File: config.mk
export PLATFORM = sky130hd
export DESIGN_NAME = sscon_ram
export DESIGN_NICKNAME = d
export VERILOG_FILES = /design/src/rtl/sscon_ram.sv
export SDC_FILE = /design/constraint.sdc
export NUM_CORES = 1
export LEC_CHECK = 0
export BUFFER_PORTS_ARGS = -buffer_cell sky130_fd_sc_hd__buf_4
export CAP_MARGIN = 10
export CORE_MARGIN = 2
export CORE_UTILIZATION = 46
export DETAILED_ROUTE_END_ITERATION = 8
export GPL_TIMING_DRIVEN = 1
export MAX_ROUTING_LAYER = met4
export PLACE_DENSITY = 0.65
export SLEW_MARGIN = 20
export SYNTH_ARGS = -nofsm -noshare
export SYNTH_HDL_FRONTEND = slang
export SYNTH_SLANG_ARGS = --single-unit
File: constraint.sdc
create_clock -name clk_i -period 1.6 [get_ports clk_i]
set_input_delay 0.08 -clock clk_i [delete_from_list [all_inputs] [get_ports clk_i]]
set_output_delay 0.08 -clock clk_i [all_outputs]
set_load 0.005 [all_outputs]
File: src/rtl/sscon_ram.sv
module sscon_ram #(
  parameter int unsigned Width = 8,
  parameter int unsigned Depth = 16
) (
  input  logic                     clk_i,
  input  logic                     we_i,
  input  logic [$clog2(Depth)-1:0] waddr_i,
  input  logic [Width-1:0]         wdata_i,
  input  logic                     re_i,
  input  logic [$clog2(Depth)-1:0] raddr_i,
  output logic [Width-1:0]         rdata_o
);

  logic [Width-1:0] mem_q [Depth];
  logic [Width-1:0] rdata_q;

  always_ff @(posedge clk_i) begin
    if (we_i) begin
      mem_q[waddr_i] <= wdata_i;
    end
  end

  // Registered read, holds when not enabled
  always_ff @(posedge clk_i) begin
    if (re_i) begin
      rdata_q <= mem_q[raddr_i];
    end
  end

  assign rdata_o = rdata_q;

endmodule

**After elaboration in Yosys (flattened, before gate mapping)**

Memory sizes are Yosys's and may differ from the RTL's. A register that Yosys moved wholly into a read port is not among the register bits.
Cells that the tools add are included.

- Flip-flop bits (word level): 0
- Bits in latches: 0
- Bits in writable memories: 128
- Memory bits (read-only): 0
- Input bits: 19
- Output and inout port bits: 8
- Word-level logic and storage cells: 3
- Memories kept: 1

Memories:

| name | words | bits a word | read ports | clocked after Yosys merged registers in | write ports | line | source |
|---|---|---|---|---|---|---|---|
| mem_q | 16 | 8 | 1 | 1 | 1 | 14 | `logic [Width-1:0] mem_q [Depth];` |

- Add/subtract/negate cells: 0
- Multipliers: 0
- Divide/modulo/power cells: 0
- Magnitude comparators: 0
- Equal/unequal tests: 0
- Shifts and indexed selects: 0
- Mux-type cells: 2
- Bitwise operators: 0
- Reduce and logical (&&, ||, !) cells: 0

Operators by type and width:

| operator | count |
|---|---|
| $mux 1 | 2 |

**Logic depth before layout (Yosys ltp)**

Gate-level depths: netlist (run 1).

- Depth in word-level cells: 2
- Depth in mapped cells: 5
- Gate-level depth less buffers: 3

**Worst setup path after synthesis (run 1)**

No wires, ideal clock.

- Kind: input-to-reg
- From: in waddr_i[2]
- To: mem mem_q[0][0], enable pin
- Setup time: 0.383 ns
- Arrival: 1.190 ns
- Data required time: 1.217 ns
- Slack: 0.027 ns
- Stages: 2
- Buffers on the path: 0
- Path through: or3b_2 -> nor3_1

RTL lines:

| item | line | source |
|---|---|---|
| start: declaration | 7 | `input logic [$clog2(Depth)-1:0] waddr_i,` |
| end: declaration | 14 |  |

Straight into the memory's write port.

==> results of run 1 <==
[through the flow]
step,std cells,total power [mW]
CTS,447,8.48
finish,447,8.39
detailed placement,408,4.51
global placement,408,4.50
global route,447,8.64
floorplan,229,4.31
[worst max-delay path, delay by kind of cell (launching register included)]
family	cells	cell delay, ns
compound gates	1	0.28
mux	1	0.50
flops	1	0.36
simple gates	1	0.08
[power breakdown]
part,internal [mW],switching [mW]
clock,2.59,1.35
sequential,4.02,0.0221
combinational,0.206,0.205
total,6.81,1.58
[cells by family after synthesis]
group                  synth area share, %
flip-flops                            78.1
AND/OR/NAND/NOR                       3.14
multiplexers                          14.8
AO/OA/AOI/OAI                         2.30
buffers and inverters                 1.65
[placed cells by master (no fill, tap or decap), types with 2 or more instances in the layout]
cell / n
nand3b_1: 2
mux4_2: 18
dlygate4sd3_1: 9
nor3_1: 4
nor2_1: 13
mux4_1: 14
nand2_1: 9
buf_4: 45
edfxtp_1: 136
clkbuf_16: 17
clkinv_4: 3
a22oi_1: 16
clkinv_2: 3
bufinv_16: 4
nand2b_1: 2
buf_12: 4
[metal layers]
metal / global-route usage [%] / up-vias / wire length, um / part of all wire, %
met2: 27.6 / 53 / 4960 / 52
met1: 21.7 / 1266 / 4100 / 43
li1: - / 1115 / - / -
met4: 7.50 / 0 / 171 / 1.8
met5: - / - / 0 / 0
met3: 4.12 / 10 / 270 / 2.8
[sequential cells by signal, indices dropped and copies added (netlist names)]
register / cells
mem_q: 128
rdata_o: 8
[what timing repair did]
item | CTS | global route
hold endpoints to repair | 119 | 0
hold buffers | 9 | 0
endpoints found under the setup margin | 0 | 0
[layout make-up]
| cell class | count | area (um^2) |
|---|---|---|
| well taps | 140 | 175 |
| clock inverters | 12 | 178 |
| clock buffers | 18 | 429 |
| fillers | 769 | 4550 |
| flip-flops and latches | 136 | 4080 |
| repair buffers | 58 | 508 |
| multi-input cells | 83 | 1060 |
[worst paths after layout]
kind / start / endpoint / slack (ns) / cells after the start
max: mem_q[9][1] / rdata_o[1] / 0.11 / 3
min reg2reg: mem_q[7][1] / rdata_o[1] / 0.74 / 3
max reg2reg: mem_q[9][1] / rdata_o[1] / 0.11 / 3
min: waddr_i[0] / mem_q[12][1] / 0.20 / 3
==> run metrics, run 1 <==
status=complete, no violations; clock-pin slew on the worst setup and hold paths=0.06 ns; mean post-synth cell area=22.8 um^2; dpl ws=-0.0169 ns; main area contributors after synthesis=edfxtp_1 (78%), mux4_2 (7.8%), mux4_1 (7.0%); via count=2,444; Yosys cell types=18; worst-margin pin slew=0.380 ns; CP cell instances=mux4_1 -> a22oi_1 -> nand2_1; Synth Flop Type=edfxtp_1; relative slew slack=74.7%; CP max FO=1; Max Freq=approximately 0.67 GHz; CTS Root Cell=clkbuf_16; hold crit path type=input port to register; CP arrival=1.63 ns; critical path type=register to register; Area Overhead vs Synth=23.0%; vias per cell=5.47; initial antenna violation count=0; fin util=58.6%; clock latency at the later pin of the worst-skew pair=0.41 ns; unrepaired setup endpoints after global routing=no; I/O Pins=27; CORE AREA=11,000 um^2; Seq cells post-synth=136; GRT overflow=0; Max clock buf depth=2; DRC Markers=0; Port Buffers=26; Die ar.=12,200 um^2; # diodes=0; gp weighted congestion=between 0.7 and 0.8; GRT Util Overall=~17%; final instance area=6430 um^2; mapped cell area=5230 um^2; Iter 0 DRT Violations=177; Synth area leader=edfxtp_1; Synth top cells by count=edfxtp_1 (136), mux4_2 (18), a22oi_1 (16), mux4_1 (14), nor2_1 (13); count leader, synth=edfxtp_1; area share of the largest cell type after synthesis=78.1%; Die Width=~110 um; final hold vios=0; Max Cap Violations=0; nets=315; worst ir drop on vdd=0.641 mV; final worst path period need=1.49 ns; first-pass GRT wire length=about 15,000 um; routed len/inst=21.3 um; Yosys warnings=0; PD cells=1300 nW/um^2; Post-CTS Setup Inserts=0; H-tree levels=4; row cnt=38; post_cts resized=0; Final ANT Viol Nets=0; pin count of the biggest net entering global routing=22; final hold slack=0.205 ns; post-route worst setup slack=0.107 ns; Finish-stage setup viols=0; final-report max-slew violation count=0; crit start category=register; Cell Area, Placed=about 5700 um^2; Max stage delay cell, worst path=mux4_1; clock sink count=136; layout cells sized above 1=between 30% and 40%; required time of the critical path=between 1.5 and 2 ns; DP HPWL=a little over 6000 um; number of global-route vias before repair=around 2,600; P_leak=~2.2 nW; sequential area share after synthesis=between 70 and 80%; CTS buffer count=17; Die H=111 um; Post-Syn Instances=229; Period Utilization, post-route=just over 90%; Critical Path Max Stage Delay=~0.5 ns; Post-synth EDFFs=136; TritonRoute pass-1 iters=4; DRT Wirelength=9510 um; Clock Skews=0.0127 ns; post-synthesis async set-or-reset flop share=0%; CTS tree=yes; Initial Util=47.6%; Setup TNS=0 ns; Syn Nets=248; critical path endpoint category=register
Power figures use the tool's default switching activity.
==> run 2, diff against run 1 <==
--- a/config.mk
+++ b/config.mk
@@ -12,7 +12,8 @@
 export DETAILED_ROUTE_END_ITERATION = 8
 export GPL_TIMING_DRIVEN = 1
 export MAX_ROUTING_LAYER = met4
-export PLACE_DENSITY = 0.65
+export PLACE_DENSITY_LB_ADDON = 0.05
+export SETUP_SLACK_MARGIN = 0.15
 export SLEW_MARGIN = 20
 export SYNTH_ARGS = -nofsm -noshare
 export SYNTH_HDL_FRONTEND = slang
==> run metrics, run 2 (synthesized netlist as in run 1, its figures left out) <==
PD cells=1320 nW/um^2 (was 1300 nW/um^2); unrepaired setup endpoints after global routing=yes (was no); Max Cap Violations=0 (unchanged); final hold vios=0 (unchanged); most frequent cells in the layout=edfxtp_1 (136), buf_4 (50), mux4_2 (22) (was edfxtp_1 (136), buf_4 (45), mux4_2 (18)); worst ir drop on vdd=0.764 mV (was 0.641 mV); CTS buffer count=17 (unchanged); nets=320 (was 315); post-route worst setup slack=0.180 ns (was 0.107 ns); P_leak=2.23 nW (was 2.20 nW); worst-margin pin slew=0.501 ns (was 0.380 ns); Die ar.=12,200 um^2 (unchanged); final worst path period need=1.42 ns (was 1.49 ns); Final ANT Viol Nets=0 (unchanged); clock-pin slew on the worst setup and hold paths=0.06 ns (about the same); layout cells sized above 1=36.9% (was 31.6%); GRT Util Overall=18.3% (was 17.4%); CP max FO=1 (unchanged); crit start category=register (unchanged); DRC Markers=0 (unchanged); DP HPWL=6610 um (was 6150 um); routed len/inst=22.7 um (was 21.3 um); Finish-stage setup viols=0 (unchanged); Largest Register=mem_q (unchanged); status=complete, no violations (unchanged); Max clock buf depth=2 (unchanged); Max Freq=0.704 GHz (was 0.670 GHz); CTS Root Cell=clkbuf_16 (unchanged); DRT Wirelength=10,300 um (was 9510 um); CORE AREA=11,000 um^2 (unchanged); hold crit path type=input port to register (unchanged); H-tree levels=4 (unchanged); pin count of the biggest net entering global routing=17 (was 22); clock latency at the later pin of the worst-skew pair=0.41 ns (about the same); Area Overhead vs Synth=24.8% (was 23.0%); Die H=111 um (unchanged); first-pass GRT wire length=15,700 um (was 14,800 um); max FFs per register=128 (unchanged); via count=2,539 (was 2,444); initial antenna violation count=0 (unchanged); final instance area=6520 um^2 (was 6430 um^2); number of global-route vias before repair=2,569 (was 2,608); Initial Util=47.6% (unchanged); gp weighted congestion=0.766 (was 0.735); relative slew slack=66.6% (was 74.7%); clock sink count=136 (unchanged); Die Width=111 um (unchanged); most common cell after layout, fill and taps aside=edfxtp_1 (unchanged); TritonRoute pass-1 iters=4 (unchanged); fin util=59.4% (was 58.6%); critical path type=register to register (unchanged); final-report max-slew violation count=0 (unchanged); vias per cell=5.62 (was 5.47); CP arrival=1.57 ns (was 1.63 ns); I/O Pins=27 (unchanged); Iter 0 DRT Violations=161 (was 177); CTS tree=yes (unchanged); Period Utilization, post-route=88.7% (was 93.3%); GRT overflow=0 (unchanged); row cnt=38 (unchanged); Clock Skews=0.0117 ns (was 0.0127 ns); Cell Area, Placed=5780 um^2 (was 5730 um^2); # diodes=0 (unchanged); required time of the critical path=1.75 ns (was 1.74 ns); critical path endpoint category=register (unchanged); number of fill cells=826 (was 769); Port Buffers=26 (unchanged); dpl ws=-0.0687 ns (was -0.0169 ns)
==> run 2: cell types whose count changed in the layout (fill, tap and decap cells not counted) <==
cell,delta
buf_4,+5
nor3_2,+1
a22oi_2,+8
a22oi_1,-8
mux4_1,-4
mux4_2,+4
inv_6,-1
bufinv_16,+1
clkinv_2,-1
nor3_1,-1
clkinv_4,+1
==> run 2: final timing paths <==
path | start | to | slack [ns] | cells after the start
setup / recovery | mem_q[1][1] | rdata_o[1] | 0.18 | 3
hold / removal | waddr_i[0] | mem_q[0][2] | 0.19 | 3
setup reg to reg | mem_q[1][1] | rdata_o[1] | 0.18 | 3
hold reg to reg | mem_q[14][4] | rdata_o[4] | 0.74 | 3
==> run 2: cell type report <==
cell class	instances	area [um^2]	share of cell area (%)
clock buffer	18	429	6.58
clock inverter	12	203	3.11
multi-input combinational	83	1090	16.7
sequential	136	4080	62.6
timing repair buffer	63	546	8.36
tap	140	175	2.69
==> run 2: power breakdown <==
group	total (mW)	leakage [nW]	internal [mW]	switching, mW
registers	4.04	1.24	4.02	0.0226
logic	0.444	0.684	0.219	0.225
clock network	4.15	0.306	2.75	1.40
total	8.63	2.23	6.98	1.65
==> run 2: critical path: stages (launching register included) <==
cell	delay, ns
edfxtp_1	0.36
mux4_1	0.52
a22oi_2	0.21
nand2_1	0.08
==> run 2: layer usage <==
layer	share of wire (%)	GRT usage (%)
met4	0.73	5.17
met5	0	-
met1	47	26.2
met2	46	26.1
met3	5.6	5.43
==> run 2: per-stage QoR <==
step / hold slack (ns) / setup TNS [ns] / power, mW / cells
6_report: 0.189 / 0 / 8.63 / 452
4_1_cts: 0.179 / 0 / 8.68 / 452
3_3_place_gp: 0.391 / -0.154 / 4.52 / 413
5_1_grt: 0.193 / 0 / 8.91 / 452
3_5_place_dp: 0.398 / -0.123 / 4.53 / 413
2_1_floorplan: 0.179 / 0 / 4.31 / 229
==> run 2: what timing repair did <==
item / 4_1_cts / 5_1_grt
setup buffers: 0 / 0
resized for setup: 3 / 9
hold buffers: 9 / 0
endpoints found under the hold margin: 131 / 0
pin swaps: 0 / 2
setup endpoints to repair: 3 / 7
==> run 3, diff against run 2 <==
==> constraint.sdc (replaced) <==
create_clock -name clk_i -period 1.6 [get_ports clk_i]
set_input_delay 0.16 -clock clk_i [delete_from_list [all_inputs] [get_ports clk_i]]
set_output_delay 0.16 -clock clk_i [all_outputs]
set_load 0.005 [all_outputs]
==> run metrics, run 3 (synthesized netlist as in run 1, its figures left out) <==
status=complete, no violations (unchanged); routed len/inst=22.5 um (was 22.7 um); Initial Util=47.6% (unchanged); GRT overflow=0 (unchanged); crit start category=register (unchanged); TritonRoute pass-1 iters=5 (was 4); Min-Delay Endpoint=mem_q[0][1] (was mem_q[0][2]); Buf/Inv on CP=0 (unchanged); row cnt=38 (unchanged); Die ar.=12,200 um^2 (unchanged); non-filler cells, final=446 (was 452); most frequent cells in the layout=edfxtp_1 (136), buf_4 (53), mux4_2 (24) (was edfxtp_1 (136), buf_4 (50), mux4_2 (22)); pin count of the biggest net entering global routing=24 (was 17); Critical Path Max Stage Delay=0.49 ns (was 0.52 ns); dpl ws=-0.101 ns (was -0.0687 ns); clock latency at the later pin of the worst-skew pair=0.40 ns (was 0.41 ns); hold depth=1 (was 3); DP HPWL=6610 um (about the same); first-pass GRT wire length=15,100 um (was 15,700 um); # diodes=0 (unchanged); R2R Path Start=mem_q[3][4] (was mem_q[1][1]); clock sink count=136 (unchanged); PD cells=1270 nW/um^2 (was 1320 nW/um^2); layout cells sized above 1=37.9% (was 36.9%); Finish-stage setup viols=0 (unchanged); Max clock buf depth=2 (unchanged); CTS buffer count=17 (unchanged); CTS tree=yes (unchanged); Largest Register=mem_q (unchanged); CORE AREA=11,000 um^2 (unchanged); crit-path leading delay family=multiplexers (unchanged); final-report max-slew violation count=0 (unchanged); unrepaired setup endpoints after global routing=yes (unchanged); Max Freq=0.710 GHz (was 0.704 GHz); I/O Pins=27 (unchanged); Max stage delay cell, worst path=mux4_2 (was mux4_1); Iter 0 DRT Violations=107 (was 161); P_leak=2.14 nW (was 2.23 nW); required time of the critical path=1.75 ns (about the same); Die Width=111 um (unchanged); critical path endpoint category=register (unchanged); CP cell instances=mux4_2 -> a22oi_2 -> nand2_1 (was mux4_1 -> a22oi_2 -> nand2_1); number of fill cells=816 (was 826); Area Overhead vs Synth=21.3% (was 24.8%); DRT Wirelength=10,000 um (was 10,300 um); R2R setup slack=0.19 ns (was 0.18 ns); worst-margin pin slew=1.02 ns (was 0.501 ns); GRT Util Overall=17.7% (was 18.3%); Port Buffers=26 (unchanged); DRC Markers=0 (unchanged); max FFs per register=128 (unchanged); relative slew slack=32.0% (was 66.6%); worst ir drop on vdd=0.686 mV (was 0.764 mV); min-delay src=wdata_i[1] (was waddr_i[0]); CTS Hold Bufs=0 (was 9); total chip power=8.02 mW (was 8.63 mW); final hold vios=0 (unchanged); Die H=111 um (unchanged); R2R depth=3 (unchanged); initial antenna violation count=0 (unchanged); post-route worst setup slack=0.192 ns (was 0.180 ns); number of global-route vias before repair=2,506 (was 2,569); critical path type=register to register (unchanged); hold crit path type=input port to register (unchanged); CP arrival=1.56 ns (was 1.57 ns); Period Utilization, post-route=88.0% (was 88.7%); Clock Skews=0.00479 ns (was 0.0117 ns); final worst path period need=1.41 ns (was 1.42 ns); most common cell after layout, fill and taps aside=edfxtp_1 (unchanged); placed insts=415 (was 413); nets=313 (was 320); CTS Root Cell=clkbuf_16 (unchanged); Reg2Reg Capture Point=rdata_o[4] (was rdata_o[1]); Max Cap Violations=0 (unchanged); CP max FO=1 (unchanged); via count=2,451 (was 2,539); Final ANT Viol Nets=0 (unchanged); Post-CTS Setup Inserts=0 (unchanged); vias per cell=5.50 (was 5.62); H-tree levels=4 (unchanged); gp weighted congestion=0.777 (was 0.766); clock-pin slew on the worst setup and hold paths=0.05 ns (was 0.06 ns)
-- run 3: where the power goes --
group | total, mW | internal (mW) | switching (mW)
sequential | 4.04 | 4.02 | 0.0207
combinational | 0.425 | 0.203 | 0.222
clock | 3.56 | 2.25 | 1.31
-- run 3: per-stage QoR --
| step | hold slack (ns) | cell area, um^2 | util (%) | setup TNS [ns] |
|---|---|---|---|---|
| detailed placement | 0.479 | 5780 | 52.6 | -0.424 |
| global route | 0.0596 | 6340 | 57.7 | 0 |
| floorplan | 0.259 | 5230 | - | 0 |
| CTS | 0.0560 | 6350 | 57.8 | 0 |
| finish | 0.0622 | 6340 | 57.7 | 0 |
| global placement | 0.474 | 5780 | 52.6 | -0.385 |
-- run 3: worst reg2reg max path, cell delays in order, from the launching register on --
cell and delay [ns]:
edfxtp_1 0.35, mux4_2 0.49, a22oi_2 0.23, nand2_1 0.08
-- run 3: cell type report --
cell class	instances	area (um^2)	area share, %
sequential	136	4080	64.4
multi-input combinational	83	1080	17.0
timing repair buffer	56	458	7.22
clock buffer	20	437	6.89
tap	140	175	2.76
clock inverter	11	108	1.70
-- run 3: worst max-delay path by stage --
stage	endpoint	slack [ns]	cells after the start	start
after floorplan	rdata_o[1]	0.16	5	raddr_i[0]
after global placement	rdata_o[1]	-0.09	5	raddr_i[0]
after detailed placement	rdata_o[5]	-0.10	5	raddr_i[0]
after CTS	rdata_o[5]	0.15	3	mem_q[1][5]
after global routing	rdata_o[2]	0.14	3	mem_q[9][2]
final	rdata_o[4]	0.19	3	mem_q[3][4]
-- run 3: metal layers --
layer / share of wire, % / wire (um) / global-route usage (%) / up-vias
met3: 4.5 / 451 / 5.05 / 5
met5: 0 / 0 / - / -
met2: 48 / 4770 / 26.1 / 63
met4: 0.59 / 59 / 5.50 / 0
li1: - / - / - / 1107
met1: 47 / 4740 / 24.4 / 1276
-- run 3: repair_timing --
item                                    in CTS  in global routing
gates cloned                                 0                  0
pin swaps                                    0                  6
endpoints found under the setup margin       5                  7
gates resized for setup                      5                  9
